==> config.mk <==
export PLATFORM = sky130hd
export DESIGN_NAME = base32_sensor_frame_parser
export DESIGN_NICKNAME = d
export VERILOG_FILES = /design/src/rtl/bsfp_pkg.sv /design/src/rtl/base32_sensor_frame_parser.sv /design/src/rtl/bsfp_frame_core.sv /design/src/rtl/bsfp_out_buf.sv
export SDC_FILE = /design/constraint.sdc
export NUM_CORES = 1
export LEC_CHECK = 0
export BUFFER_PORTS_ARGS = -buffer_cell sky130_fd_sc_hd__buf_2
export CORE_MARGIN = 5
export CORE_UTILIZATION = 30
export DETAILED_ROUTE_END_ITERATION = 16
export HOLD_SLACK_MARGIN = 0.1
export SYNTH_ARGS = -nofsm -noshare
export SYNTH_HDL_FRONTEND = slang
export SYNTH_HIERARCHICAL = 1
export SYNTH_SLANG_ARGS = --single-unit
==> constraint.sdc <==
create_clock -name clk -period 10 [get_ports clk]
set_input_delay 1.5 -clock clk [delete_from_list [all_inputs] [get_ports clk]]
set_output_delay 1.5 -clock clk [all_outputs]
set_load 0.02 [all_outputs]
==> src/rtl/bsfp_pkg.sv <==
`timescale 1ns / 1ps
// Shared types, character codes and the base-32 digit decoder of the sensor frame parser.
// No dependencies; every other file in this block imports it.
package bsfp_pkg;

  // Characters the parser reacts to
  localparam logic [7:0] CH_START = 8'h53;  // 'S'
  localparam logic [7:0] CH_END   = 8'h45;  // 'E'
  localparam logic [7:0] CH_SEQ   = 8'h59;  // 'Y'
  localparam logic [7:0] CH_IDLE  = 8'h4E;  // 'N'
  localparam logic [7:0] CH_ZERO  = 8'h30;  // '0'
  localparam logic [7:0] CH_NINE  = 8'h39;  // '9'
  localparam logic [7:0] CH_LOW_A = 8'h61;  // 'a'
  localparam logic [7:0] CH_LOW_V = 8'h76;  // 'v'
  localparam logic [7:0] LETTER_BASE = 8'd10;

  localparam int DIGIT_W = 5;

  // Frame position codes: hunting, digit slots, waiting for the end mark
  localparam logic [3:0] POS_HUNT       = 4'd0;
  localparam logic [3:0] POS_TIME_FIRST = 4'd1;
  localparam logic [3:0] POS_FORCE_FIRST = 4'd8;
  localparam logic [3:0] POS_SIGNAL     = 4'd11;
  localparam logic [3:0] POS_FREQ_FIRST = 4'd12;
  localparam logic [3:0] POS_END        = 4'd15;

  localparam int TIME_DIGITS  = 7;
  localparam int FORCE_DIGITS = 3;
  localparam int FREQ_DIGITS  = 3;

  typedef enum logic [1:0] {
    EV_DATA = 2'd0,
    EV_SEQ  = 2'd1,
    EV_IDLE = 2'd2
  } event_kind_t;

  typedef struct packed {
    event_kind_t kind;
    logic [34:0] time_value;
    logic [14:0] force_value;
    logic [4:0]  signal_flag;
    logic [14:0] frequency_value;
    logic [15:0] sequence_number;
    logic        bad_digit;
    logic [15:0] discard_total;
  } rec_t;

  typedef struct packed {
    logic                 ok;
    logic [DIGIT_W-1:0]   value;
  } digit_t;

  // Map '0'-'9' and 'a'-'v' to 0..31; anything else decodes as 0, not ok
  function automatic digit_t digit_decode(logic [7:0] c);
    digit_t d;
    d.ok    = 1'b0;
    d.value = '0;
    if (c >= CH_ZERO && c <= CH_NINE) begin
      d.ok    = 1'b1;
      d.value = DIGIT_W'(c - CH_ZERO);
    end else if (c >= CH_LOW_A && c <= CH_LOW_V) begin
      d.ok    = 1'b1;
      d.value = DIGIT_W'(c - CH_LOW_A + LETTER_BASE);
    end
    return d;
  endfunction

endpackage

==> src/rtl/base32_sensor_frame_parser.sv <==
`timescale 1ns / 1ps
// Top level of the base-32 sensor frame parser: input register, frame core, output buffer.
// Depends on bsfp_pkg, bsfp_frame_core and bsfp_out_buf.
//
//   channel | valid     | stall     | payload
//   --------+-----------+-----------+-------------------------------------------------
//   in      | in_valid  | in_stall  | rx_byte
//   out     | out_valid | out_stall | event_kind, time_value, force_value, signal_flag,
//           |           |           | frequency_value, sequence_number, bad_digit,
//           |           |           | discard_total
//
// One byte per cycle sustained while in_stall is low; a beat waits in the input register
// and its record (if any) is registered into the output register or the skid stage.
// Reset (rst, synchronous) returns the parser to hunting with all counters at zero.
// in_stall rises only when the input register holds a byte and the output skid
// stage is full; it comes from registers, never straight from out_stall.
module base32_sensor_frame_parser import bsfp_pkg::*; (
  input  logic        clk,
  input  logic        rst,
  input  logic        in_valid,
  output logic        in_stall,
  input  logic [7:0]  rx_byte,
  output logic        out_valid,
  input  logic        out_stall,
  output logic [1:0]  event_kind,
  output logic [34:0] time_value,
  output logic [14:0] force_value,
  output logic [4:0]  signal_flag,
  output logic [14:0] frequency_value,
  output logic [15:0] sequence_number,
  output logic        bad_digit,
  output logic [15:0] discard_total
);

  logic       hold_valid;
  logic [7:0] hold_byte;
  logic       buf_ready;
  logic       advance;
  logic       accept;
  logic       rec_valid;
  rec_t       rec;
  rec_t       out_rec;

  // Advance the held byte whenever the output buffer can take a record
  assign advance  = hold_valid && buf_ready;
  assign in_stall = hold_valid && !buf_ready;
  assign accept   = in_valid && !in_stall;

  always_ff @(posedge clk) begin
    if (rst) begin
      hold_valid <= 1'b0;
    end else if (accept) begin
      hold_valid <= 1'b1;
    end else if (advance) begin
      hold_valid <= 1'b0;
    end
  end

  always_ff @(posedge clk) begin
    if (accept) begin
      hold_byte <= rx_byte;
    end
  end

  bsfp_frame_core u_core (
    .clk       (clk),
    .rst       (rst),
    .step      (advance),
    .rx_byte   (hold_byte),
    .rec_valid (rec_valid),
    .rec       (rec)
  );

  bsfp_out_buf u_out_buf (
    .clk       (clk),
    .rst       (rst),
    .push      (rec_valid),
    .push_rec  (rec),
    .ready     (buf_ready),
    .out_valid (out_valid),
    .out_stall (out_stall),
    .out_rec   (out_rec)
  );

  // Unpack the record onto the field ports
  assign event_kind      = out_rec.kind;
  assign time_value      = out_rec.time_value;
  assign force_value     = out_rec.force_value;
  assign signal_flag     = out_rec.signal_flag;
  assign frequency_value = out_rec.frequency_value;
  assign sequence_number = out_rec.sequence_number;
  assign bad_digit       = out_rec.bad_digit;
  assign discard_total   = out_rec.discard_total;

  a_stall_only_when_held: assert property (@(posedge clk) disable iff (rst)
    in_stall |-> hold_valid && !buf_ready)
    else $error("input stalled with room to advance");

  a_events_carry_no_data: assert property (@(posedge clk) disable iff (rst)
    out_valid && event_kind != EV_DATA |-> time_value == '0 && bad_digit == 1'b0)
    else $error("event record carries frame data");

  a_held_byte_moves: assert property (@(posedge clk) disable iff (rst)
    advance && !accept |=> !hold_valid)
    else $error("advanced byte still marked held");

endmodule

==> src/rtl/bsfp_frame_core.sv <==
`timescale 1ns / 1ps
// Frame state and digit accumulators; turns one byte into at most one record.
// Depends on bsfp_pkg.
module bsfp_frame_core import bsfp_pkg::*; (
  input  logic       clk,
  input  logic       rst,
  input  logic       step,
  input  logic [7:0] rx_byte,
  output logic       rec_valid,
  output rec_t       rec
);

  logic [3:0]  pos, pos_next;
  logic [34:0] time_acc, time_acc_next;
  logic [14:0] force_acc, force_acc_next;
  logic [4:0]  signal_acc, signal_acc_next;
  logic [14:0] freq_acc, freq_acc_next;
  logic        bad_seen, bad_seen_next;
  logic [15:0] seq_cnt, seq_cnt_next;
  logic [15:0] disc_cnt, disc_cnt_next;
  logic        emit;
  rec_t        rec_c;
  digit_t      dig;

  always_comb begin
    pos_next        = pos;
    time_acc_next   = time_acc;
    force_acc_next  = force_acc;
    signal_acc_next = signal_acc;
    freq_acc_next   = freq_acc;
    bad_seen_next   = bad_seen;
    seq_cnt_next    = seq_cnt;
    disc_cnt_next   = disc_cnt;
    emit            = 1'b0;
    dig             = digit_decode(rx_byte);
    rec_c           = '0;
    rec_c.kind      = EV_DATA;

    if (pos == POS_HUNT) begin
      priority if (rx_byte == CH_START) begin
        time_acc_next   = '0;
        force_acc_next  = '0;
        signal_acc_next = '0;
        freq_acc_next   = '0;
        bad_seen_next   = 1'b0;
        pos_next        = POS_TIME_FIRST;
      end else if (rx_byte == CH_SEQ) begin
        seq_cnt_next = seq_cnt + 16'd1;
        emit         = 1'b1;
        rec_c.kind   = EV_SEQ;
      end else if (rx_byte == CH_IDLE) begin
        emit       = 1'b1;
        rec_c.kind = EV_IDLE;
      end else begin
        // Count the byte as a discard; hold at the top value
        if (disc_cnt != '1) begin
          disc_cnt_next = disc_cnt + 16'd1;
        end
      end
    end else if (pos == POS_END) begin
      // A wrong end mark drops this byte silently
      pos_next = POS_HUNT;
      if (rx_byte == CH_END) begin
        emit                  = 1'b1;
        rec_c.time_value      = time_acc;
        rec_c.force_value     = force_acc;
        rec_c.signal_flag     = signal_acc;
        rec_c.frequency_value = freq_acc;
        rec_c.bad_digit       = bad_seen;
      end
    end else begin
      if (!dig.ok) begin
        bad_seen_next = 1'b1;
      end
      for (int k = 0; k < TIME_DIGITS; k++) begin
        if (pos == 4'(POS_TIME_FIRST + k)) begin
          time_acc_next[DIGIT_W*k +: DIGIT_W] = time_acc[DIGIT_W*k +: DIGIT_W] | dig.value;
        end
      end
      for (int k = 0; k < FORCE_DIGITS; k++) begin
        if (pos == 4'(POS_FORCE_FIRST + k)) begin
          force_acc_next[DIGIT_W*k +: DIGIT_W] = force_acc[DIGIT_W*k +: DIGIT_W] | dig.value;
        end
      end
      if (pos == POS_SIGNAL) begin
        signal_acc_next = dig.value;
      end
      for (int k = 0; k < FREQ_DIGITS; k++) begin
        if (pos == 4'(POS_FREQ_FIRST + k)) begin
          freq_acc_next[DIGIT_W*k +: DIGIT_W] = freq_acc[DIGIT_W*k +: DIGIT_W] | dig.value;
        end
      end
      pos_next = pos + 4'd1;
    end

    // Counters as they stand after this byte
    rec_c.sequence_number = seq_cnt_next;
    rec_c.discard_total   = disc_cnt_next;
  end

  assign rec_valid = step && emit;
  assign rec       = rec_c;

  always_ff @(posedge clk) begin
    if (rst) begin
      pos        <= POS_HUNT;
      time_acc   <= '0;
      force_acc  <= '0;
      signal_acc <= '0;
      freq_acc   <= '0;
      bad_seen   <= 1'b0;
      seq_cnt    <= '0;
      disc_cnt   <= '0;
    end else if (step) begin
      pos        <= pos_next;
      time_acc   <= time_acc_next;
      force_acc  <= force_acc_next;
      signal_acc <= signal_acc_next;
      freq_acc   <= freq_acc_next;
      bad_seen   <= bad_seen_next;
      seq_cnt    <= seq_cnt_next;
      disc_cnt   <= disc_cnt_next;
    end
  end

  a_emit_at_frame_edge: assert property (@(posedge clk) disable iff (rst)
    rec_valid |-> (pos == POS_HUNT || pos == POS_END))
    else $error("record emitted in the middle of a frame");

  a_seq_only_on_y: assert property (@(posedge clk) disable iff (rst)
    !(step && pos == POS_HUNT && rx_byte == CH_SEQ) |=> $stable(seq_cnt))
    else $error("sequence count moved without a sequence change");

  a_discard_monotonic: assert property (@(posedge clk) disable iff (rst)
    1'b1 |=> disc_cnt >= $past(disc_cnt))
    else $error("discard count went down");

endmodule

==> src/rtl/bsfp_out_buf.sv <==
`timescale 1ns / 1ps
// Result register with a skid stage, so the core sees a registered ready.
// Depends on bsfp_pkg.
module bsfp_out_buf import bsfp_pkg::*; (
  input  logic clk,
  input  logic rst,
  input  logic push,
  input  rec_t push_rec,
  output logic ready,
  output logic out_valid,
  input  logic out_stall,
  output rec_t out_rec
);

  logic skid_valid;
  rec_t skid_rec;
  logic pop;

  assign pop   = out_valid && !out_stall;
  assign ready = !skid_valid;

  always_ff @(posedge clk) begin
    if (rst) begin
      out_valid  <= 1'b0;
      skid_valid <= 1'b0;
    end else if (skid_valid) begin
      if (pop) begin
        skid_valid <= 1'b0;
      end
    end else if (push) begin
      if (out_valid && !pop) begin
        skid_valid <= 1'b1;
      end else begin
        out_valid <= 1'b1;
      end
    end else if (pop) begin
      out_valid <= 1'b0;
    end
  end

  always_ff @(posedge clk) begin
    if (skid_valid) begin
      if (pop) begin
        out_rec <= skid_rec;
      end
    end else if (push) begin
      if (out_valid && !pop) begin
        skid_rec <= push_rec;
      end else begin
        out_rec <= push_rec;
      end
    end
  end

  a_skid_behind_out: assert property (@(posedge clk) disable iff (rst)
    skid_valid |-> out_valid)
    else $error("skid stage filled while output register empty");

  a_no_push_when_full: assert property (@(posedge clk) disable iff (rst)
    skid_valid |-> !push)
    else $error("beat pushed into full buffer");

endmodule

# Word level (Yosys, flattened, before mapping)
# Index checks and enable logic that the tools add are counted.
# totals
reg_bits	328
in_bits	12
wordCells	208
# classes
add_sub_neg	6
magnitude_cmp	4
n_eq_ne	26
muxes	71
n_bitwise	14
n_reduce_logical	49
# op_table
operator	count
$mux W105	4
$mux W70	3
$mux W16	8
$mux W35	3
$mux W5	17
$mux W15	5
$or A5 B5 Y5	13
$reduce_and A4 Y1	15
$reduce_bool A2 Y1	17
$add A16 B1 Y16 const B	2
$eq A4 B4 Y1 const B	8
$eq A8 B7 Y1 const B	4
$mux W1	22
$eq A4 B3 Y1 const B	4
$ne A16 B16 Y1 const B	1
$mux W4	3
$mux W6	2
$reduce_and A3 Y1	3
$eq A4 B2 Y1 const B	2
$ge A8 B6 Y1 const B	1
$ge A8 B7 Y1 const B	1
$le A8 B6 Y1 const B	1
$le A8 B7 Y1 const B	1
$logic_and A1 B1 Y1	8
other kinds (12)	22

# Longest topological paths before layout
# Gate-level depths: netlist (run 1).
# depth
ltp_word	9
depth_mapped	10
ltp_nobuf	9

# Cells and area by module
# Netlist (run 1), hierarchy kept.
# modules_own_cells
module	instances	cells_per_inst	area_per_inst_um2	seq_area_each_um2
bsfp_out_buf	1	340	8172.8	6346.1
bsfp_frame_core	1	692	5579.1	2142.1
base32_sensor_frame_parser	1	13	296.5	260.2

# Least setup slack after synthesis (run 1)
# OpenSTA, ideal clock, no wires.
# synth_path
kind	register -> register
from	register u_core.pos[1]
to	register, netlist name u_out_buf/out_rec[0]
setup_time_ps	597
arrival_time_ps	6598
path_slack_ps	2804
stages_incl_launch_ff	10
n_path_buf	2
path_cell_list	dfxtp_1 > ha_1 > clkbuf_1 > nand3_1 > nor3_2 > clkbuf_1 > nor3_1 > nor2_1 > nand2b_1 > a21boi_1
# synth_between
elab_chain_cells	6
# synth_rtl
element	line_no	rtl
start, declared	bsfp_frame_core.sv:13	logic [3:0] pos, pos_next;
start signal, assigned	bsfp_frame_core.sv:115	pos <= pos_next;
$eq A4 B4 Y1	bsfp_frame_core.sv:60	end else if (pos == POS_END) begin
$mux W1	bsfp_frame_core.sv:60	
$mux W1 *	bsfp_frame_core.sv:39	if (pos == POS_HUNT) begin
$logic_and A1 B1 Y1 *	bsfp_frame_core.sv:101	assign rec_valid = step && emit;
via rec_valid	base32_sensor_frame_parser.sv:40	logic rec_valid;
$reduce_bool A2 Y1 (no source line) *	--	
$reduce_and A3 Y1 (no source line) *	--	
# Mark *: on every way through the listed nets, which the timed path passes. The rest lies on a longest branch.
# A chain may end at the register's enable or synchronous reset.

# Worst setup path after layout (run 1)
# layout_path
from	register u_core.pos[0]
to	register u_out_buf/skid_rec[83] in the netlist's numbering (enable)
# layout_between
elab_chain_cells	5
# layout_rtl
element	line_no	rtl
$eq A4 B4 Y1	bsfp_frame_core.sv:60	
$mux W1	bsfp_frame_core.sv:60	
$mux W1 *	bsfp_frame_core.sv:39	
$logic_and A1 B1 Y1 *	bsfp_frame_core.sv:101	
via rec_valid	base32_sensor_frame_parser.sv:40	
$reduce_and A3 Y1 (no source line) *	--	
end signal, assigned	bsfp_out_buf.sv:48	skid_rec <= push_rec;
end, declared	bsfp_out_buf.sv:16	rec_t skid_rec;
# Marks and branches as above.

==> impl_metrics.tcl, run 1 <==
set metrics [dict create \
    status "finished, final reports clean" \
    first_global_vias 8146 \
    synthTopCellsByCount "218 x edfxtp_1, 110 x dfxtp_1, 100 x nand2_1, 96 x mux2_4, 74 x and2_1" \
    yosysWarnings 6 \
    antenna_found_initial 0 \
    num_rows 79 \
    netlist-cell-type-count 67 \
    die_w_um 226 \
    synth_area_leaders "edfxtp_1 47%, dfxtp_1 16%, mux2_4 10%" \
    met2_usage 0.191 \
    vdd_drop_max_mv 0.152 \
    slew_headroom 0.243 \
    finalHoldViolCount 0 \
    postRouteAntennaNets 0 \
    io_pins 119 \
    endpoint_kind "flip-flop" \
    synth_top_area_frac 0.466 \
    internal_power_w 0.00220 \
    core_um2 46500 \
    drv_cap 0 \
    worst-path-max-fanout 72 \
    gp_congestion 0.836 \
    cp-start-kind "flip-flop" \
    hold_buffers 0 \
    clock_latency_ns 0.52 \
    whs_ns 0.443 \
    synthFlopType "edfxtp_1" \
    cpPeakStageDelay_ns 0.87 \
    worstMarginPinSlew_ns 1.14 \
    htreeDepth 2 \
    drt-pass1-iter-count 4 \
    crit_buf_inv 2 \
    area.growth.synth_to_final_pct 15.5 \
    grt_pass1_wl_um 47100 \
    critPathRequiredTime_ns 10.14 \
    power_leakage_nw 5.91 \
    clk_pin_slew_ns 0.06 \
    synth_area_um2 14000 \
    met3_usage 0.0220 \
    rsz0062_at_grt "no" \
    power_frac_seq 0.522 \
    drt_iter0_markers 539 \
    post-route-period-util 0.471 \
    r2r_end "u_out_buf/skid_rec[83]" \
    swShare 0.200 \
    min_path_type "reg -> reg" \
    slowest_stage "buf_4" \
    p_comb_frac 0.015 \
    min_to "u_core/force_acc[10]" \
    worstSetupPathDepth 9 \
    io_buffer_count 118 \
    cts_setup_buffers 0 \
    drc 0 \
    drt_wl_total_um 30300 \
    yosysMostFrequentCell "edfxtp_1" \
    reg2reg_slack_ns 5.29 \
    n_antenna_cell 0 \
    grt_util_all_layers 0.116 \
    ctsResizeCount 0 \
    dieArea_um2 51300 \
    setup_viol 0 \
    cts_buffers 35 \
    power.density_nw_per_um2 170 \
    reg2reg_from "u_core/pos[0]" \
    ys_seq_area_frac 0.623 \
    worstPathCellList "inv_1, ha_1, nor3b_1, and4_1, nor3_1, nor2_1, nand2b_1, nor2_4, buf_4" \
    cts_tree "done" \
    cts_buffer_depth 3 \
    syn_area_per_cell_um2 13.4 \
    cp.arrival_ns 4.84 \
    grtUsageMet1 0.158 \
    yosys.area.top_type "edfxtp_1" \
    min_period_ns 4.71 \
    clock_power_share 0.463 \
    holdCritStartpoint "u_core/force_acc[10]" \
    crit_type "reg -> reg" \
    final_core_util 0.349 \
    root_buffer "clkbuf_16" \
    grt_max_degree 73 \
    drive_gt1_frac 0.261 \
    overflow 0 \
    synthArstFlopShare 0 \
    cts.sinks 328 \
    nNetsFinal 1173 \
    syn-num-nets 1067 \
    cp_top_family "simple AND/OR/NAND/NOR gates" \
    synth_edf_count 218 \
    fmax_ghz 0.213 \
    p_sw_w 0.000552 \
    viasPerCell 4.65 \
    fin_skew_ns 0.0192 \
    ys_ff_latch 328 \
    syn_inst 1045 \
    top_usage_layer "met2" \
    dp_hpwl_um 20300 \
    initial_utilization 0.302 \
    slew_viol_final 0 \
    tns_ns 0 \
    dieHeight_um 226 \
    vias 8304 \
    hold_depth 2 \
    r2r.worst_path.cells 9 \
    fillCellCount 4534 \
    wl_per_cell_um 17.0 \
]
worst max path at each step:
stage	startpoint	endpoint	slack, ns
6_report	u_core/pos[0]	u_out_buf/skid_rec[83]	5.29
5_1_grt	u_core/pos[0]	u_out_buf/skid_rec[83]	4.94
4_1_cts	u_core/pos[0]	u_out_buf/skid_rec[27]	5.33
3_5_place_dp	u_core/pos[0]	u_out_buf/skid_rec[45]	5.37
3_3_place_gp	u_core/pos[0]	u_out_buf/skid_rec[44]	5.50
2_1_floorplan	u_core/pos[1]	u_out_buf/out_rec[0]	2.80
placed cells by master, fill, tap and decap left out, types with 4 or more instances in the layout:
master and n:
edfxtp_1 218, buf_2 118, dfxtp_1 109, nand2_1 100, mux2_4 96, and2_1 74
o21ai_0 62, nor2_1 43, clkbuf_16 37, a21oi_1 32, nand3_1 24, nand4_1 23
xnor2_1 22, xor2_1 20, clkbuf_1 14, mux2_1 13, nor2b_1 11, nor3_1 11
inv_1 11, buf_4 10, nor4_1 10, ha_1 10, a31oi_1 8, and3_1 7
clkbuf_8 6, mux2_2 6, and4_1 5, o31ai_1 5, clkinv_2 4, and4b_1 4
nor3b_1 4, nand2b_1 4, a31o_2 4
area by class of cell:
| type | instances | area [um^2] | share of cell area |
|---|---|---|---|
| Clock inverter | 7 | 75.1 | 0.00463 |
| Sequential cell | 328 | 8750 | 0.539 |
| Timing Repair Buffer | 128 | 666 | 0.0410 |
| Multi-Input combinational cell | 646 | 4870 | 0.300 |
| Tap cell | 607 | 759 | 0.0468 |
| Inverter | 12 | 45.0 | 0.00278 |
| Clock buffer | 57 | 1060 | 0.0654 |
sequential cells by signal, summed over array words and instances, names as in the netlist, 4 cells and up:
name                count
u_out_buf/out_rec     105
u_core/freq_acc        15
u_core/force_acc       15
u_core/seq_cnt         16
hold_byte               8
u_core/signal_acc       5
u_core/time_acc        35
u_out_buf/skid_rec    105
u_core/disc_cnt        16
u_core/pos              4
power by group through the flow:
stage	registers (W)	logic, W	clock network (W)
6_report	0.00144	0.0000414	0.00127
5_1_grt	0.00144	0.0000448	0.00136
4_1_cts	0.00144	0.0000419	0.00131
3_5_place_dp	0.00147	0.0000417	0
3_3_place_gp	0.00147	0.0000409	0
2_1_floorplan	0.00147	0.0000283	0
tightest hold or removal path, delay by kind of cell (launching register included):
| kind | cells | cell delay, ns |
|---|---|---|
| DFF | 1 | 0.32 |
| and+or+nand+nor | 1 | 0.04 |
| AOI/OAI and AO/OA | 1 | 0.05 |
metal layers:
| metal | up-vias | share of wire |
|---|---|---|
| met5 | - | 0 |
| met4 | 0 | 0.015 |
| met3 | 39 | 0.055 |
| met2 | 190 | 0.48 |
| met1 | 4085 | 0.45 |
| li1 | 3990 | - |
stage by stage:
| step | total power, W | cell area (um^2) | worst slack [ns] | std cells |
|---|---|---|---|---|
| 5_1_grt | 0.00284 | 16200 | 4.94 | 1785 |
| 6_report | 0.00275 | 16200 | 5.29 | 1785 |
| 4_1_cts | 0.00279 | 16200 | 5.33 | 1785 |
| 3_3_place_gp | 0.00151 | 15100 | 5.50 | 1721 |
| 3_5_place_dp | 0.00151 | 15100 | 5.37 | 1721 |
| 2_1_floorplan | 0.00149 | 14000 | 2.80 | 1045 |
cells by family after synthesis:
kind of cell | after synthesis | share of synthesized area
flip-flops | 328 | 0.623
adder cells (fa/ha/maj) | 10 | 0.00891
AO/OA/AOI/OAI | 130 | 0.0542
AND/OR/NAND/NOR | 346 | 0.134
buffers and inverters | 71 | 0.0341
XOR/XNOR | 42 | 0.0262
multiplexers | 118 | 0.120
Note: power is estimated with default switching activity, not from simulation.
==> run 2: changes to the inputs <==
==> constraint.sdc (replaced) <==
create_clock -name clk -period 3.9 [get_ports clk]
set_input_delay 0.585 -clock clk [delete_from_list [all_inputs] [get_ports clk]]
set_output_delay 0.585 -clock clk [all_outputs]
set_load 0.02 [all_outputs]
==> run 2 against run 1 <==
Effect of this change: utilization hardly changed; first-iteration DRC count is 4.8% lower; final cell count grew 0.17%; sequential cell count unchanged; hold slack worse by 0.19 ns; routed wire length shrank 0.94%; sequential share of layout area barely moved; count of clock-buffer cells in the layout decreased by 9; clock skew fell by 0.0059 ns; non-clock buffer count increased by 4; critical path type unchanged.
==> impl_metrics.tcl, run 2 (synthesis gave the netlist of run 1 again) <==
set metrics [dict create \
    ctsResizeCount 0 \
    fmax_ghz 0.304 \
    reg2reg_slack_ns 0.61 \
    finalHoldViolCount 0 \
    power_leakage_nw 5.83 \
    die_w_um 226 \
    layout_common_cells "218 x edfxtp_1, 118 x buf_2, 109 x dfxtp_1" \
    wl_met2_um 14300 \
    min_path_type "in -> reg" \
    dp_hpwl_um 20200 \
    slew_viol_final 0 \
    fillCellCount 4514 \
    power.density_nw_per_um2 421 \
    cp.arrival_ns 3.43 \
    n_antenna_cell 0 \
    drt_iter0_markers 513 \
    num_rows 79 \
    rsz0062_at_grt "no" \
    dieArea_um2 51300 \
    overflow 0 \
    initial_utilization 0.302 \
    nNetsFinal 1177 \
    mostFrequentLayoutCell "edfxtp_1" \
    antenna_found_initial 1 \
    cts.sinks 328 \
    post-route-period-util 0.844 \
    postPlaceCellArea_um2 15200 \
    core_um2 46500 \
    drt_wl_total_um 30000 \
    wl_per_cell_um 16.8 \
    viasPerCell 4.62 \
    io_buffer_count 118 \
    root_buffer "clkbuf_16" \
    reg_top3 "u_out_buf/out_rec x105, u_out_buf/skid_rec x105, u_core/time_acc x35" \
    slew_headroom 0.285 \
    io_pins 119 \
    critPathRequiredTime_ns 4.04 \
    tns_ns 0 \
    post-place-ws_ns 0.687 \
    htreeDepth 2 \
    drive_gt1_frac 0.262 \
    min_period_ns 3.29 \
    cpPeakStageDelay_ns 0.44 \
    fin_skew_ns 0.0133 \
    setup_viol 0 \
    clock_latency_ns 0.52 \
    highest_layer "met5" \
    vdd_drop_max_mv 0.258 \
    worst-path-max-fanout 105 \
    cp_top_family "simple AND/OR/NAND/NOR gates" \
    drt-pass1-iter-count 5 \
    cp-start-kind "flip-flop" \
    clk_pin_slew_ns 0.06 \
    cts_buffers 35 \
    grt_pass1_wl_um 46800 \
    setup_ws_ns 0.610 \
    cts_buffer_depth 3 \
    crit_type "reg -> reg" \
    slowest_stage "buf_12" \
    status "finished, final reports clean" \
    drc 0 \
    hold_buffers 0 \
    drv_cap 0 \
    design_area_um2 16200 \
    worstMarginPinSlew_ns 1.07 \
    whs_ns 0.248 \
    postRouteAntennaNets 0 \
    grt_max_degree 106 \
    area.growth.synth_to_final_pct 15.6 \
    dieHeight_um 226 \
    first_global_vias 8049 \
    endpoint_kind "flip-flop" \
    wl_met3_um 1550 \
    cts_setup_buffers 0 \
    gp_congestion 0.772 \
    vias 8263 \
    crit_buf_inv 2 \
    wl_met1_um 13800 \
    grt_util_all_layers 0.115 \
    cts_tree "done" \
    worstPathCellList "inv_1, ha_1, nor3b_1, and3_1, and4b_1, nor3_1, nor2_1, nand2b_1, nor2_4, buf_12" \
]
==> run 2: report_power, final <==
| part | total [W] | switching, W | internal [W] |
|---|---|---|---|
| logic | 0.000107 | 0.0000716 | 0.0000355 |
| registers | 0.00369 | 0.0000123 | 0.00367 |
| clock network | 0.00304 | 0.00131 | 0.00173 |
==> run 2: worst reg2reg max path, cell delays in order, from the launching register on <==
cell      delay, ns
dfxtp_1        0.34
inv_1          0.13
ha_1           0.40
nor3b_1        0.39
and3_1         0.31
and4b_1        0.26
nor3_1         0.06
nor2_1         0.13
nand2b_1       0.18
nor2_4         0.14
buf_12         0.44
==> run 2: final cells by class <==
type | instances | area, um^2 | share of cell area
Inverter | 12 | 45.0 | 0.00277
Tap cell | 607 | 759 | 0.0468
Sequential cell | 328 | 8750 | 0.539
Multi-Input combinational cell | 646 | 4900 | 0.302
Clock inverter | 15 | 92.6 | 0.00570
Timing Repair Buffer | 132 | 733 | 0.0452
Clock buffer | 48 | 956 | 0.0589
==> run 2: path summary, 6_finish.rpt <==
| kind | endpoint | from | cells after the start |
|---|---|---|---|
| setup / recovery | u_out_buf/skid_rec[1] | u_core/pos[0] | 10 |
| hold / removal | hold_byte[2] | rx_byte[2] | 1 |
| setup reg to reg | u_out_buf/skid_rec[1] | u_core/pos[0] | 10 |
| hold reg to reg | u_core/freq_acc[13] | u_core/freq_acc[13] | 2 |
==> run 2: through the flow <==
stage / util / cells / total power [W]
floorplan: - / 1045 / 0.00383
global placement: 0.327 / 1725 / 0.00387
detailed placement: 0.327 / 1725 / 0.00387
CTS: 0.349 / 1788 / 0.00694
global route: 0.349 / 1788 / 0.00710
finish: 0.349 / 1788 / 0.00683
==> run 2: per-layer routing <==
metal  vias up  GRT usage
li1       4001          -
met1      4058      0.158
met2       168      0.188
met3        34     0.0245
met4         2     0.0241
met5         -          0
